<file path="config.mk">
export PLATFORM = sky130hd
export DESIGN_NAME = statistical_mode_finder_unit
export DESIGN_NICKNAME = d
export VERILOG_FILES = /design/src/rtl/core/smf_pkg.sv /design/src/rtl/core/statistical_mode_finder_unit.sv /design/src/rtl/core/smf_cmp_unit.sv /design/src/rtl/core/smf_hist_ram.sv
export SDC_FILE = /design/constraint.sdc
export NUM_CORES = 1
export LEC_CHECK = 0
export BUFFER_PORTS_ARGS = -buffer_cell sky130_fd_sc_hd__buf_4
export CAP_MARGIN = 0
export CORE_MARGIN = 8
export CORE_UTILIZATION = 35
export DETAILED_ROUTE_END_ITERATION = 8
export PLACE_DENSITY_LB_ADDON = 0.15
export SLEW_MARGIN = 20
export SYNTH_ARGS = -nofsm -noshare
export SYNTH_HDL_FRONTEND = slang
export SYNTH_SLANG_ARGS = --single-unit
</file>
<file path="constraint.sdc">
create_clock -name clk -period 7.3 [get_ports clk]
set_input_delay 0.73 -clock clk [delete_from_list [all_inputs] [get_ports clk]]
set_output_delay 0.73 -clock clk [all_outputs]
set_load 0.01 [all_outputs]
</file>
<file path="src/rtl/core/smf_pkg.sv">
`default_nettype none

package smf_pkg;

	localparam int VALUE_BINS = 64;
	localparam int MAX_ITEMS  = 4096;

	localparam int VALUE_W = 6;
	localparam int FREQ_W  = 13;
	localparam int MODE_W  = 7;

	localparam int BIN_W = $clog2(VALUE_BINS);
	localparam int IDX_W = BIN_W + 1;
	localparam int CNT_W = $clog2(MAX_ITEMS + 1);

	typedef logic [BIN_W-1:0]  bin_t;
	typedef logic [CNT_W-1:0]  count_t;
	typedef logic [MODE_W-1:0] mode_cnt_t;

	localparam count_t MAX_COUNT = CNT_W'(MAX_ITEMS);
	localparam count_t MIN_MODE_FREQ = CNT_W'(2);

	typedef struct packed {
		logic [VALUE_W-1:0] value;
		logic               last;
	} item_t;

	typedef struct packed {
		logic [VALUE_W-1:0] mode_value;
		logic               has_mode;
		logic [MODE_W-1:0]  mode_count;
		logic [FREQ_W-1:0]  max_freq;
		logic               last_result;
	} result_t;

	typedef enum logic [1:0] {
		ST_IDLE,
		ST_UPD,
		ST_SCAN
	} state_t;

	// histogram port request from the sequencer
	typedef struct packed {
		logic   wr_en;
		bin_t   wr_addr;
		count_t wr_data;
		logic   rd_en;
		bin_t   rd_addr;
		logic   clr;
	} hist_req_t;

	// flags from the shared compare unit
	typedef struct packed {
		logic eq;
		logic gt;
		logic sat;
	} cmp_stat_t;

	function automatic logic [FREQ_W-1:0] to_freq(count_t c);
		logic [CNT_W+FREQ_W-1:0] w;
		w = {{FREQ_W{1'b0}}, c};
		return w[FREQ_W-1:0];
	endfunction

	function automatic logic [VALUE_W-1:0] bin_to_value(bin_t b);
		logic [BIN_W+VALUE_W-1:0] w;
		w = {{VALUE_W{1'b0}}, b};
		return w[VALUE_W-1:0];
	endfunction

endpackage

`default_nettype wire

</file>
<file path="src/rtl/core/statistical_mode_finder_unit.sv">
`default_nettype none

// Mode finder for a data set of small unsigned values, one value per start beat,
// the final beat marked by item.last. busy is high for one cycle after each
// accepted beat without last while its histogram bin is read and updated.
// On the last beat the bins are scanned in ascending order through the single
// histogram read port and the shared compare unit: one bin per cycle, ending on
// the final mode. Each mode gives one result beat, marked by result_valid for
// exactly one cycle; the receiver cannot stall and must take every beat.
// A set with highest count below 2 gives a single beat with has_mode low. The
// histogram is empty again after the final result beat of a set, with no
// clearing pass after reset or between sets.
module statistical_mode_finder_unit (
	input  wire                    clk,
	input  wire                    arst_n,
	input  wire                    start,
	input  wire  smf_pkg::item_t   item,
	output logic                   busy,
	output logic                   result_valid,
	output smf_pkg::result_t       result
);

	smf_pkg::state_t     state_q, state_d;
	smf_pkg::bin_t       bin_q;
	logic                in_range_q;
	logic                last_q;
	smf_pkg::count_t     hi_q, hi_d;
	smf_pkg::mode_cnt_t  modes_q, modes_d;
	smf_pkg::mode_cnt_t  emit_q, emit_d;
	logic [smf_pkg::IDX_W-1:0] scan_idx_q, scan_idx_d;
	logic                cmp_vld_s1, cmp_vld_d;
	smf_pkg::bin_t       cmp_bin_s1, cmp_bin_d;
	logic                result_valid_q, res_vld_d;
	smf_pkg::result_t    result_q, res_d;

	smf_pkg::hist_req_t  req;
	smf_pkg::count_t     rd_count;
	smf_pkg::count_t     cmp_res;
	smf_pkg::cmp_stat_t  stat;
	logic                accept;
	logic                item_in_range;
	logic                scan_more;
	logic                upd;
	logic                final_mode;

	smf_hist_ram u_hist (
		.clk      (clk),
		.arst_n   (arst_n),
		.req      (req),
		.rd_count (rd_count)
	);

	smf_cmp_unit u_cmp (
		.operand (rd_count),
		.incr    (state_q == smf_pkg::ST_UPD),
		.highest (hi_q),
		.result  (cmp_res),
		.stat    (stat)
	);

	assign accept        = start && (state_q == smf_pkg::ST_IDLE);
	assign item_in_range = ({1'b0, item.value} <
	                        (smf_pkg::VALUE_W + 1)'(smf_pkg::VALUE_BINS));
	assign scan_more     = (scan_idx_q < smf_pkg::IDX_W'(smf_pkg::VALUE_BINS));
	assign upd           = in_range_q && !stat.sat;
	assign final_mode    = (smf_pkg::mode_cnt_t'(emit_q + smf_pkg::mode_cnt_t'(1)) == modes_q);

	always_comb begin
		state_d    = state_q;
		hi_d       = hi_q;
		modes_d    = modes_q;
		emit_d     = emit_q;
		scan_idx_d = scan_idx_q;
		cmp_vld_d  = 1'b0;
		cmp_bin_d  = cmp_bin_s1;
		res_vld_d  = 1'b0;
		res_d      = result_q;
		req        = '0;

		unique case (state_q)
			smf_pkg::ST_IDLE: begin
				if (start) begin
					req.rd_en   = 1'b1;
					req.rd_addr = item.value[smf_pkg::BIN_W-1:0];
					state_d     = smf_pkg::ST_UPD;
				end
			end

			smf_pkg::ST_UPD: begin
				if (upd) begin
					req.wr_en   = 1'b1;
					req.wr_addr = bin_q;
					req.wr_data = cmp_res;
					if (stat.gt) begin
						hi_d    = cmp_res;
						modes_d = smf_pkg::mode_cnt_t'(1);
					end else if (stat.eq) begin
						modes_d = smf_pkg::mode_cnt_t'(modes_q + smf_pkg::mode_cnt_t'(1));
					end
				end
				state_d = smf_pkg::ST_IDLE;
				if (last_q) begin
					if (hi_d < smf_pkg::MIN_MODE_FREQ) begin
						// no value repeats: one empty-set beat, and the histogram is cleared
						res_vld_d         = 1'b1;
						res_d.mode_value  = '0;
						res_d.has_mode    = 1'b0;
						res_d.mode_count  = '0;
						res_d.max_freq    = smf_pkg::to_freq(hi_d);
						res_d.last_result = 1'b1;
						req.clr           = 1'b1;
						hi_d              = '0;
						modes_d           = '0;
					end else begin
						state_d    = smf_pkg::ST_SCAN;
						scan_idx_d = '0;
						emit_d     = '0;
					end
				end
			end

			smf_pkg::ST_SCAN: begin
				if (scan_more) begin
					req.rd_en   = 1'b1;
					req.rd_addr = scan_idx_q[smf_pkg::BIN_W-1:0];
					scan_idx_d  = smf_pkg::IDX_W'(scan_idx_q + smf_pkg::IDX_W'(1));
					cmp_vld_d   = 1'b1;
					cmp_bin_d   = scan_idx_q[smf_pkg::BIN_W-1:0];
				end
				// read data is registered, so it arrives in the cycle after the address
				if (cmp_vld_s1 && stat.eq) begin
					res_vld_d         = 1'b1;
					res_d.mode_value  = smf_pkg::bin_to_value(cmp_bin_s1);
					res_d.has_mode    = 1'b1;
					res_d.mode_count  = modes_q;
					res_d.max_freq    = smf_pkg::to_freq(hi_q);
					res_d.last_result = final_mode;
					emit_d            = smf_pkg::mode_cnt_t'(emit_q + smf_pkg::mode_cnt_t'(1));
					if (final_mode) begin
						req.clr   = 1'b1;
						hi_d      = '0;
						modes_d   = '0;
						cmp_vld_d = 1'b0;
						state_d   = smf_pkg::ST_IDLE;
					end
				end
			end

			default: begin
				state_d = smf_pkg::ST_IDLE;
			end
		endcase
	end

	always_ff @(posedge clk or negedge arst_n) begin
		if (!arst_n) begin
			state_q        <= smf_pkg::ST_IDLE;
			hi_q           <= '0;
			modes_q        <= '0;
			emit_q         <= '0;
			scan_idx_q     <= '0;
			cmp_vld_s1     <= 1'b0;
			result_valid_q <= 1'b0;
		end else begin
			state_q        <= state_d;
			hi_q           <= hi_d;
			modes_q        <= modes_d;
			emit_q         <= emit_d;
			scan_idx_q     <= scan_idx_d;
			cmp_vld_s1     <= cmp_vld_d;
			result_valid_q <= res_vld_d;
		end
	end

	always_ff @(posedge clk) begin
		if (accept) begin
			bin_q      <= item.value[smf_pkg::BIN_W-1:0];
			in_range_q <= item_in_range;
			last_q     <= item.last;
		end
		cmp_bin_s1 <= cmp_bin_d;
		result_q   <= res_d;
	end

	assign busy         = (state_q != smf_pkg::ST_IDLE);
	assign result_valid = result_valid_q;
	assign result       = result_q;

	a_final_then_quiet: assert property (@(posedge clk) disable iff (!arst_n)
		(result_valid && result.last_result) |=> !result_valid)
		else $error("result beat right after the final beat of a set");

	a_empty_is_final: assert property (@(posedge clk) disable iff (!arst_n)
		(result_valid && !result.has_mode) |-> (result.last_result && result.mode_count == '0))
		else $error("empty mode set beat is not a lone final beat");

	a_mode_count_nonzero: assert property (@(posedge clk) disable iff (!arst_n)
		(result_valid && result.has_mode) |-> (result.mode_count != '0))
		else $error("mode beat with zero mode count");

	a_scan_has_modes: assert property (@(posedge clk) disable iff (!arst_n)
		(state_q == smf_pkg::ST_SCAN) |-> (modes_q != '0 && hi_q >= smf_pkg::MIN_MODE_FREQ))
		else $error("scan running without a repeated value");

	a_ascending: assert property (@(posedge clk) disable iff (!arst_n)
		(result_valid && !result.last_result) |=>
		(!result_valid || result.mode_value > $past(result.mode_value)))
		else $error("mode values not ascending");

endmodule

`default_nettype wire

</file>
<file path="src/rtl/core/smf_cmp_unit.sv">
`default_nettype none

// Shared count unit: optional increment, then compare against the running highest.
module smf_cmp_unit (
	input  wire  smf_pkg::count_t    operand,
	input  wire                      incr,
	input  wire  smf_pkg::count_t    highest,
	output smf_pkg::count_t          result,
	output smf_pkg::cmp_stat_t       stat
);

	smf_pkg::count_t eff;

	always_comb begin
		eff      = incr ? smf_pkg::count_t'(operand + smf_pkg::count_t'(1)) : operand;
		result   = eff;
		stat.sat = (operand == smf_pkg::MAX_COUNT);
		stat.eq  = (eff == highest);
		stat.gt  = (eff > highest);
	end

endmodule

`default_nettype wire

</file>
<file path="src/rtl/core/smf_hist_ram.sv">
`default_nettype none

// Histogram store: one write and one registered read per cycle.
// Per-bin valid flags make an unwritten bin read as zero and let the whole store clear at once.
module smf_hist_ram (
	input  wire                     clk,
	input  wire                     arst_n,
	input  wire  smf_pkg::hist_req_t req,
	output smf_pkg::count_t         rd_count
);

	smf_pkg::count_t                  mem_q [smf_pkg::VALUE_BINS];
	logic [smf_pkg::VALUE_BINS-1:0]   valid_q;
	smf_pkg::count_t                  rd_data_q;
	logic                             rd_valid_q;

	always_ff @(posedge clk) begin
		if (req.wr_en) begin
			mem_q[req.wr_addr] <= req.wr_data;
		end
		if (req.rd_en) begin
			rd_data_q <= mem_q[req.rd_addr];
		end
	end

	always_ff @(posedge clk or negedge arst_n) begin
		if (!arst_n) begin
			valid_q    <= '0;
			rd_valid_q <= 1'b0;
		end else begin
			if (req.clr) begin
				valid_q <= '0;
			end else if (req.wr_en) begin
				valid_q[req.wr_addr] <= 1'b1;
			end
			if (req.rd_en) begin
				rd_valid_q <= valid_q[req.rd_addr];
			end
		end
	end

	assign rd_count = rd_valid_q ? rd_data_q : '0;

endmodule

`default_nettype wire
</file>
; Yosys cells after proc, flatten, opt, wreduce, memory -nomap -nowiden
; Memories as Yosys holds them, arrays and structs flattened. A register that Yosys moved wholly into a read port is not among the register bits.
; Cells that the tools add are included.
[word_totals]
ff_bits = 144
mem_bits_rw = 832
inputBits = 10
out_inout_bits = 30
word_cells = 112
memories = 1
[classes]
n_addsub = 4
order_cmp = 6
n_eq_ne = 12
muxes = 58
bitwise = 1
n_reduce_logical = 13
[mem_list]
columns = memory, depth, word_bits, read_ports, rd_clocked_by_memory_dff, wr, line
row1 = u_hist.mem_q, 64, 13, 1, 1, 1, smf_hist_ram.sv:12  ; smf_pkg::count_t mem_q [smf_pkg::VALUE_BINS];
[ops]
columns = cell, n
row1 = two-way mux 64 bit, 2
row2 = two-way mux 13 bit, 9
row3 = two-way mux 7 bit, 13
row4 = two-way mux 28 bit, 3
row5 = OR 64 bit, 1
row6 = case mux 28 bit (2 select lines), 1
row7 = case mux 7 bit (2 select lines), 4
row8 = two-way mux 20 bit, 2
row9 = case mux 13 bit (2 select lines), 1
row10 = adder 7 x 1 -> 7 bit (second input constant), 3
row11 = < comparator 6 x 7 -> 1 bit (second input constant), 2
row12 = != test 2 bit (second input constant), 7
row13 = adder 13 x 1 -> 13 bit (second input constant), 1
row14 = == test 13 bit, 1
row15 = == test 13 bit (second input constant), 1
row16 = > comparator 13 bit, 1
row17 = < comparator 13 x 2 -> 1 bit (second input constant), 1
row18 = two-way mux 1 bit, 13
row19 = AND reduction 4 bit, 3
row20 = two-way mux 2 bit, 5
row21 = == test 7 bit, 1
row22 = < comparator 7 bit (second input constant), 1
row23 = binary-select mux 1 bit (select 6 bit), 1
row24 = demux 1 bit (select 6 bit), 1
row25 = other kinds (10), 16

; Longest topological paths before layout
; Gate-level depths: netlist of the first run.
[logic_depth]
word_depth = 12
mapped_depth = 20
ltp_nobuf = 15

; Hierarchy
; From an unflattened synthesis of the first run, not the netlist that was laid out.
[hier_totals]
hier_cells = 2141
area_unflattened_um2 = 39618.0
[by_module_without_submodules]
columns = mod, n_inst, cells_each, area_per_inst_um2, seq_area_each_um2
row1 = smf_hist_ram, 1, 1711, 34979.8, 27000.9
row2 = statistical_mode_finder_unit, 1, 342, 4027.6, 2182.1
row3 = smf_cmp_unit, 1, 88, 610.6, 0.0

; Least setup slack after synthesis of the first run
; No wires, ideal clock.
[synth_path]
path_type = register to register
from = register u_hist.rd_valid_q
to = register result_q, in the netlist result[0] (enable)
setup_time_ps = 426
arrival_ps = 5028
t_required_ps = 6874
path_slack_ps = 1846
path_stages_with_launch = 17
path_buffers = 2
period_less_slack_ps = 5454
path_cell_list = dfrtp_1 -> clkbuf_1 -> buf_2 -> nand2_1 -> inv_1 -> ha_1 -> nand4_4 -> nor4_1 -> mux2i_1 -> ha_1 -> nand4_1 -> nor4_1 -> nand2b_1 -> a31o_2 -> and2_1 -> o21ai_0 -> a22oi_1
[synth_via]
elab_chain_cells = 10
word_cells_on_any_way = 14
cone_classes = add/sub (1) / order compare (2) / eq/ne (4) / mux (5) / reduce/logical (2)
[synth_rtl]
columns = item, line
row1 = start: declaration, smf_hist_ram.sv:15  ; logic rd_valid_q;
row2 = start signal: assignment, smf_hist_ram.sv:37  ; rd_valid_q <= valid_q[req.rd_addr];
row3 = two-way mux 13 bit (*), smf_hist_ram.sv:42  ; assign rd_count = rd_valid_q ? rd_data_q : '0;
row4 = adder 13 x 1 -> 13 bit, smf_cmp_unit.sv:15  ; eff = incr ? smf_pkg::count_t'(operand + smf_pkg::count_t'(1)) : operand;
row5 = two-way mux 13 bit, smf_cmp_unit.sv:15
row6 = > comparator 13 bit, smf_cmp_unit.sv:19  ; stat.gt = (eff > highest);
row7 = two-way mux 13 bit, statistical_mode_finder_unit.sv:94  ; if (stat.gt) begin
row8 = two-way mux 13 bit, statistical_mode_finder_unit.sv:90  ; if (upd) begin
row9 = two-way mux 13 bit, statistical_mode_finder_unit.sv:80  ; unique case (state_q)
row10 = < comparator 13 x 2 -> 1 bit, statistical_mode_finder_unit.sv:103  ; if (hi_d < smf_pkg::MIN_MODE_FREQ) begin
row11 = != test 2 bit (no line), n/a
row12 = AND reduction 4 bit (no line) (*), n/a
row13 = end signal: assignment, statistical_mode_finder_unit.sv:182  ; result_q <= res_d;
row14 = end: declaration, statistical_mode_finder_unit.sv:34  ; smf_pkg::result_t result_q, res_d;
; Mark *: on every way between the ends. The rest lies on a longest branch, timed or not. The select of a mux whose other input is x is not followed.
; A chain may end at the register's enable or synchronous reset.

; Worst setup path after layout of the first run
[layout_path]
from = register u_hist.rd_valid_q
to = register u_hist.valid_q[2] in the netlist's numbering
[layout_via]
elab_chain_cells = 12
word_cells_on_any_way = 26
cone_classes = add/sub (1) / order compare (4) / eq/ne (2) / mux (15) / bitwise (1) / reduce/logical (3)
[layout_rtl]
columns = item, line
row1 = two-way mux 13 bit (*), smf_hist_ram.sv:42
row2 = adder 13 x 1 -> 13 bit, smf_cmp_unit.sv:15
row3 = two-way mux 13 bit, smf_cmp_unit.sv:15
row4 = > comparator 13 bit, smf_cmp_unit.sv:19
row5 = two-way mux 13 bit, statistical_mode_finder_unit.sv:94
row6 = two-way mux 13 bit, statistical_mode_finder_unit.sv:90
row7 = two-way mux 13 bit, statistical_mode_finder_unit.sv:80
row8 = < comparator 13 x 2 -> 1 bit, statistical_mode_finder_unit.sv:103
row9 = two-way mux 1 bit, statistical_mode_finder_unit.sv:103
row10 = two-way mux 1 bit, statistical_mode_finder_unit.sv:102  ; if (last_q) begin
row11 = case mux 1 bit (2 select lines), statistical_mode_finder_unit.sv:80
row12 = two-way mux 64 bit / nonzero test 2 bit (equally long branches), n/a
row13 = end signal: assignment, smf_hist_ram.sv:28  ; valid_q <= '0;
row14 = end signal: assignment, smf_hist_ram.sv:32  ; valid_q <= '0;
row15 = end signal: indexed assignment, smf_hist_ram.sv:34  ; valid_q[req.wr_addr] <= 1'b1;
row16 = end: declaration, smf_hist_ram.sv:13  ; logic [smf_pkg::VALUE_BINS-1:0] valid_q;
; Marks and branches as above.

==> impl_results.rst, run 1 <==
.. list-table::
   :header-rows: 1

   * - Metric
     - Value
   * - Cell type with the largest total area after synthesis
     - edfxtp_1
   * - Total of buffers placed on input and output ports
     - 39
   * - CTS resizes
     - 0
   * - Syn Area/Cell
     - 11.9 µm²
   * - Yosys top cell area share
     - 64.8%
   * - Type of origin of the critical path
     - register
   * - Core area
     - 0.116 mm²
   * - Critical Path Fanout Max
     - 34
   * - Relative max-transition margin
     - 26.5%
   * - Setup CP Type
     - register to register
   * - Arrival time worst endpoint
     - 6360 ps
   * - Wire length of the first global-routing pass
     - 178000 µm
   * - FF-to-FF Start
     - u_hist.rd_valid_q
   * - Drt drc
     - 0
   * - Number of sinks handled by clock tree synthesis
     - 989
   * - Final hold vios
     - 0
   * - Leading post-synthesis cells by instance count
     - 940 x nand2_1, 886 x edfxtp_1, 766 x nand3_1, 157 x clkbuf_1, 103 x dfrtp_1
   * - First-pass iteration count of the detailed router
     - 5
   * - Number of maximum-capacitance violations
     - 0
   * - Critical Path Max Stage Delay
     - 740 ps
   * - Post-DP Area
     - 0.0434 mm²
   * - Initial antenna violation count
     - 4
   * - Crit path cell chain
     - nand2_1, inv_1, ha_1, nand4_4, nor4_1, mux2i_1, ha_1, nand4_1, nor4_1, nand2b_1, a31oi_1, and4_4, o211ai_1, a21bo_2, buf_4, o21a_1
   * - End of the worst register-to-register path
     - u_hist.valid_q[2]
   * - Level count of the clock H-tree
     - 3
   * - 1st-iter DRT viols
     - 2187
   * - Number of nets still failing antenna checks after routing
     - 0
   * - Final design area excluding fillers
     - 0.0469 mm²
   * - Final weighted congestion of routability-driven global placement
     - 0.823
   * - I/O pin cnt
     - 40
   * - Total Nets Final
     - 3515
   * - Count of vias placed by the detailed router
     - 26700
   * - Fraction of final layout cells sized beyond drive strength 1
     - 9.50%
   * - Layout filler cell count
     - 11000
   * - Async set-or-reset flop fraction in the synthesized netlist
     - 10.4%
   * - Die height
     - 358 µm
   * - Area contributors post-synth
     - edfxtp_1 65%, nand3_1 9.3%, nand2_1 8.6%, dfrtp_1 6.3%, clkbuf_1 1.4%
   * - Master of the slowest instance on the critical path
     - dfrtp_1
   * - Number of library cell types mapped by synthesis
     - 71
   * - Number of rows created at floorplan
     - 125
   * - Number of global-route vias before repair
     - 25900
   * - Prevailing post-synth register cell
     - edfxtp_1
   * - Register-to-Register Path Depth
     - 16
   * - Gate Count Post-Synth
     - 3438
   * - Max rail drop VDD
     - 0.000215 V
   * - Clock tree from TritonCTS
     - done
   * - Final WL
     - 120000 µm
   * - Hold Crit Endpoint
     - last_q
   * - Top achievable clock speed
     - 174 MHz
   * - Full die area
     - 0.128 mm²
   * - CTS max path bufs
     - 3
   * - Register-to-Register Setup Slack
     - 1570 ps
   * - Number of synthesized flops with an enable pin
     - 886
   * - Combined global-route utilization of all metal layers
     - 18.5%
   * - Maximum number of pins on one net before global-route repair
     - 173
   * - Syn. warnings
     - 0
   * - Run status
     - complete, no violations
   * - Register area share after synthesis
     - 71.1%
   * - GRT Residual Overflow
     - 0
   * - CTS buffer count
     - 110
   * - Clock root buffer master
     - clkbuf_16
   * - Kind of capture point of the worst setup path
     - register
   * - Clock transition at the registers of the reported paths
     - 60 ps
   * - Final setup violation count
     - 0
   * - Total count of max-transition violations in the final report
     - 0
   * - First element of the critical path
     - u_hist.rd_valid_q
   * - Clk_lat worst skew
     - 710 ps
   * - Setup TNS
     - 0 ps
   * - Chip width
     - 358 µm
   * - Class of the worst hold path
     - input pin to register
   * - Total half-perimeter wirelength after legalization and detailed placement
     - 69400 µm
   * - Net Count, Synth
     - 3469
   * - Setup repair after global routing missed its margin
     - no
   * - Via density per instance
     - 5.25
   * - Clock Skew
     - 35.3 ps
   * - Most numerous cell in the Yosys netlist
     - nand2_1
   * - Measured slew at the worst slew-check pin
     - 1100 ps
   * - Pwr Density
     - 358 mW/mm²
   * - Signed area change from the synthesized netlist to the final layout
     - 14.3%
   * - Summed instance area of the synthesized netlist
     - 0.0410 mm²
   * - Number of synthesized register bits
     - 989
   * - Hold Crit Start
     - item[0]
   * - Share of the clock period used by the worst path
     - 78.5%
   * - Average wire per standard cell
     - 23.6 µm
   * - Cell depth of the worst hold path
     - 1
   * - Final period demand of the worst path
     - 5730 ps
   * - Required @ worst endpoint
     - 7930 ps
   * - P_leak
     - 0.0169 µW
   * - Starting utilization of the core area
     - 35.3%
[metal layers]
metal  vias up  track usage [%]  wire [µm]
met5         -                0          0
met4         0             5.07       2780
met3       142             2.40       5980
met2       651             29.9      56400
met1     13500             26.1      55100
li1      12500                -          -
[cell type report]
cell class	count	area [µm²]	share of cell area (%)
clock inverter	54	553	1.18
multi-input combinational	2204	11000	23.4
inverter	35	131	0.280
tap	1524	1910	4.07
sequential	989	29200	62.2
antenna	1	2.50	0.00534
clock buffer	144	2930	6.25
timing repair buffer	144	1220	2.59
[critical path, delay by kind of cell (launching register included)]
| kind | cells | cell delay, ps |
|---|---|---|
| buffers and inverters | 2 | 650 |
| adder cells (fa/ha/maj) | 2 | 450 |
| flip-flops | 1 | 740 |
| AND/OR/NAND/NOR | 7 | 2070 |
| multiplexers | 1 | 530 |
| AO/OA/AOI/OAI | 4 | 1180 |
[worst max path at each step]
stage	endpoint	slack [ps]	cells past startpoint
after floorplan	result[0]	1850	16
after detailed placement	u_hist.valid_q[2]	1580	16
after global routing	u_hist.valid_q[6]	980	16
after global placement	u_hist.valid_q[21]	1700	16
final	u_hist.valid_q[2]	1570	16
after CTS	u_hist.valid_q[2]	1540	16
[registers in the layout, indices dropped and copies added, names as in the netlist]
| name | count |
|---|---|
| u_hist.mem_q | 832 |
| u_hist.valid_q | 64 |
| result | 28 |
| hi_q | 13 |
| u_hist.rd_data_q | 13 |
| emit_q | 7 |
| modes_q | 7 |
| scan_idx_q | 7 |
| bin_q | 6 |
| cmp_bin_s1 | 6 |
| state_q | 2 |
| cmp_vld_s1 | 1 |
| last_q | 1 |
| result_valid | 1 |
| u_hist.rd_valid_q | 1 |
[repair_timing]
action / in CTS / in global routing
setup buffers: 0 / 0
endpoints found under the hold margin: 34 / 0
hold buffers: 1 / 0
[kinds of logic (layout without fill, tap and decap cells)]
logic type	after synthesis	in the layout	share of synthesized area (%)
compound gates	206	206	3.66
xor+xnor	13	13	0.278
fa+ha+maj	21	21	0.640
buf+inv	245	377	2.52
flops	989	989	71.1
mux	32	32	0.851
other cells	0	1	0
simple gates	1932	1932	20.9
[cell usage in the layout (no fill, tap or decap), types with 10 or more instances in the layout]
| master | count |
|---|---|
| nand2_1 | 939 |
| edfxtp_1 | 886 |
| nand3_1 | 766 |
| buf_4 | 133 |
| clkbuf_16 | 110 |
| dfrtp_1 | 103 |
| nor2_1 | 81 |
| o21a_1 | 64 |
| inv_1 | 34 |
| o21ai_0 | 34 |
| nand4_1 | 33 |
| clkbuf_1 | 29 |
| mux2i_1 | 27 |
| clkinv_1 | 25 |
| ha_1 | 21 |
| and2_1 | 20 |
| a21oi_1 | 18 |
| clkinv_2 | 14 |
| nor2_4 | 12 |
| a22o_1 | 11 |
| nor4_1 | 10 |
[power breakdown]
group | internal, µW | total, µW | switching, µW
sequential | 7080 | 7350 | 272
clock | 3100 | 5390 | 2280
combinational | 1140 | 4040 | 2900
total | 11300 | 16800 | 5460
[metrics by stage]
stage / utilization, % / power [µW] / setup WS (ps) / instances / hold slack, ps
finish: 40.4 / 16800 / 1570 / 5095 / 230
global route: 40.4 / 17600 / 975 / 5094 / 200
CTS: 40.3 / 16900 / 1540 / 5093 / 183
detailed placement: 37.3 / 11500 / 1580 / 4894 / 479
global placement: 37.3 / 11500 / 1700 / 4894 / 472
floorplan: - / 9830 / 1850 / 3438 / 434
(Power assumes the default switching activity.)
==> run 2, diff against run 1 <==
==> constraint.sdc (replaced) <==
create_clock -name clk -period 5.95 [get_ports clk]
set_input_delay 0.595 -clock clk [delete_from_list [all_inputs] [get_ports clk]]
set_output_delay 0.595 -clock clk [all_outputs]
set_load 0.01 [all_outputs]
==> run 2 against run 1 <==
Register-to-register slack got worse by 830 ps; wire length increased by 0.89%; sequential share of layout area decreased by 0.34 points; first-iteration DRC count increased by 10%; critical path depth decreased by 1; utilization rose by 0.22 points; clock power up 22%; worst hold slack worse by 140 ps; fmax rose by 9.9%; worst setup slack got worse by 830 ps; die area unchanged.
==> impl_results.rst, run 2 (synthesis gave the netlist of run 1 again) <==
.. list-table::
   :header-rows: 1

   * - Metric
     - Value
   * - Final hold vios
     - 0 (unchanged)
   * - Combined global-route utilization of all metal layers
     - 18.6% (was 18.5%)
   * - Relative max-transition margin
     - 26.2% (was 26.5%)
   * - Die height
     - 358 µm (unchanged)
   * - Fraction of final layout cells sized beyond drive strength 1
     - 10.4% (was 9.50%)
   * - Number of maximum-capacitance violations
     - 0 (unchanged)
   * - Kind of capture point of the worst setup path
     - register (unchanged)
   * - Clock tree from TritonCTS
     - done (unchanged)
   * - Final weighted congestion of routability-driven global placement
     - 0.854 (was 0.823)
   * - Power dissipated by switching net loads
     - 6700 µW (was 5460 µW)
   * - Total half-perimeter wirelength after legalization and detailed placement
     - 71600 µm (was 69400 µm)
   * - Number of global-route vias before repair
     - 25700 (was 25900)
   * - Total Nets Final
     - 3545 (was 3515)
   * - Clock group share of total power
     - 31.9% (was 32.1%)
   * - 1st-iter DRT viols
     - 2412 (was 2187)
   * - Type of origin of the critical path
     - register (unchanged)
   * - Full die area
     - 0.128 mm² (unchanged)
   * - Share of the clock period used by the worst path
     - 87.6% (was 78.5%)
   * - Via density per instance
     - 5.27 (was 5.25)
   * - GRT Residual Overflow
     - 0 (unchanged)
   * - Final antenna diode count
     - 0 (was 1)
   * - Clock Skew
     - 26.2 ps (was 35.3 ps)
   * - CTS buffer count
     - 108 (was 110)
   * - CTS max path bufs
     - 3 (unchanged)
   * - Run status
     - complete, no violations (unchanged)
   * - Final WL
     - 121000 µm (was 120000 µm)
   * - First-pass iteration count of the detailed router
     - 6 (was 5)
   * - P_leak
     - 0.0171 µW (was 0.0169 µW)
   * - Switching share of total power
     - 32.4% (was 32.5%)
   * - Commonest non-fill, non-tap cell in the layout
     - nand2_1 (unchanged)
   * - Arrival time worst endpoint
     - 5540 ps (was 6360 ps)
   * - Largest register by flop count
     - u_hist.mem_q (unchanged)
   * - Part of the total power dissipated in combinational logic
     - 24.5% (was 24.1%)
   * - Final setup violation count
     - 0 (unchanged)
   * - Level count of the clock H-tree
     - 3 (unchanged)
   * - Final period demand of the worst path
     - 5210 ps (was 5730 ps)
   * - Top achievable clock speed
     - 192 MHz (was 174 MHz)
   * - Measured slew at the worst slew-check pin
     - 1110 ps (was 1100 ps)
   * - Number of sinks handled by clock tree synthesis
     - 989 (unchanged)
   * - Clock root buffer master
     - clkbuf_16 (unchanged)
   * - Total count of max-transition violations in the final report
     - 0 (unchanged)
   * - I/O pin cnt
     - 40 (unchanged)
   * - FF-to-FF Start
     - state_q[1] (was u_hist.rd_valid_q)
   * - Signed area change from the synthesized netlist to the final layout
     - 14.9% (was 14.3%)
   * - First element of the critical path
     - state_q[1] (was u_hist.rd_valid_q)
   * - Post-DP Area
     - 0.0437 mm² (was 0.0434 mm²)
   * - Most frequent cells in the layout
     - 939 x nand2_1, 886 x edfxtp_1, 766 x nand3_1 (unchanged)
   * - Crit path cell chain
     - inv_1, ha_1, nand4_4, nor4_1, mux2i_1, ha_1, nand4_1, nor4_1, buf_4, nand2b_1, a31oi_1, and4_4, o21ai_0, a22oi_2, buf_4 (was nand2_1, inv_1, ha_1, nand4_4, nor4_1, mux2i_1, ha_1, nand4_1, nor4_1, nand2b_1, a31oi_1, and4_4, o211ai_1, a21bo_2, buf_4, o21a_1)
   * - Master of the slowest instance on the critical path
     - ha_1 (was dfrtp_1)
   * - Class of the worst hold path
     - input pin to register (unchanged)
   * - Cell-internal power
     - 14000 µW (was 11300 µW)
   * - Max rail drop VDD
     - 0.000234 V (was 0.000215 V)
   * - Number of rows created at floorplan
     - 125 (unchanged)
   * - Drt drc
     - 0 (unchanged)
   * - Final design area excluding fillers
     - 0.0471 mm² (was 0.0469 mm²)
   * - Starting utilization of the core area
     - 35.3% (unchanged)
   * - Number of nets still failing antenna checks after routing
     - 0 (unchanged)
   * - Initial antenna violation count
     - 1 (was 4)
   * - Critical Path Max Stage Delay
     - 760 ps (was 740 ps)
   * - Chip width
     - 358 µm (unchanged)
   * - Count of vias placed by the detailed router
     - 27000 (was 26700)
   * - Max FFs per register
     - 832 (unchanged)
   * - Crit-path leading delay family
     - simple AND/OR/NAND/NOR gates (unchanged)
   * - Critical Path Fanout Max
     - 28 (was 34)
   * - Number of buffers and inverters on the critical path
     - 3 (was 2)
   * - Clk_lat worst skew
     - 690 ps (was 710 ps)
   * - Total of buffers placed on input and output ports
     - 39 (unchanged)
   * - Pwr Density
     - 438 mW/mm² (was 358 mW/mm²)
   * - Wire length of the first global-routing pass
     - 180000 µm (was 178000 µm)
   * - Required @ worst endpoint
     - 6280 ps (was 7930 ps)
   * - Average wire per standard cell
     - 23.6 µm (about the same)
   * - Core area
     - 0.116 mm² (unchanged)
   * - Layout filler cell count
     - 11000 (about the same)
   * - Setup TNS
     - 0 ps (unchanged)
   * - Hold Crit Start
     - item[0] (unchanged)
   * - Setup repair after global routing missed its margin
     - no (unchanged)
   * - Setup CP Type
     - register to register (unchanged)
   * - Maximum number of pins on one net before global-route repair
     - 108 (was 173)
   * - Clock transition at the registers of the reported paths
     - 60 ps (about the same)
   * - Part of the power in registers
     - 43.5% (was 43.8%)
-- run 2: cell count changes in the layout (fill, tap and decap cells not counted), sizes merged --
cell | previous run | this run
clkbuf | 144 | 147
clkinvlp | 0 | 4
buf | 143 | 175
bufinv | 8 | 7
clkinv | 44 | 40
diode | 1 | 0
inv | 37 | 39
-- run 2: repair_timing --
action / 4_1_cts / 5_1_grt
gates resized for setup: 0 / 0
endpoints found under the hold margin: 44 / 0
setup buffers: 0 / 0
hold buffers: 1 / 0
-- run 2: worst paths after layout --
| check | end | slack, ps | depth (start not counted) |
|---|---|---|---|
| worst max register to register | result[26] | 740 | 15 |
| worst max-delay path | result[26] | 740 | 15 |
| min in group asynchronous | result_valid | 500 | 2 |
| worst min register to register | u_hist.valid_q[3] | 490 | 1 |
| worst min-delay path | last_q | 90 | 1 |
| max in group asynchronous | u_hist.valid_q[10] | 4100 | 3 |
-- run 2: through the flow --
stage	instances	total power, µW	worst slack [ps]	hold WS [ps]	util (%)
floorplan	3438	12100	496	299	-
global placement	4927	14300	876	472	37.6
detailed placement	4927	14300	800	479	37.6
CTS	5130	20900	751	36.9	40.6
global route	5130	21600	426	63.9	40.6
finish	5130	20700	736	94.5	40.6
-- run 2: layout make-up --
class,count,area [µm²],area share [%]
multi-input cells,2204,10900,23.2
clock inverters,55,479,1.02
clock buffers,147,3000,6.37
inverters,35,131,0.279
repair buffers,176,1510,3.21
flip-flops and latches,989,29200,61.9
well taps,1524,1910,4.04
-- run 2: per-layer routing --
layer	up-vias	global-route usage, %	share of wire [%]
met4	0	5.21	2.5
met1	13600	26.2	46
met3	150	2.36	4.7
met2	697	30.2	47
li1	12500	-	-
met5	-	0	0
-- run 2: worst reg2reg max path, delay by kind of cell, from the launching register on --
kind,cells,cell delay (ps)
simple gates,6,1440
fa+ha+maj,2,1100
flops,1,400
mux,1,480
compound gates,3,850
buf+inv,3,590
-- run 2: power by group through the flow --
stage	clock network (µW)	registers, µW	logic [µW]
final	6600	9000	5070
after global routing	6990	9060	5530
after global placement	0	9140	5120
after detailed placement	0	9140	5120
after floorplan	0	9110	2950
after CTS	6750	9000	5130
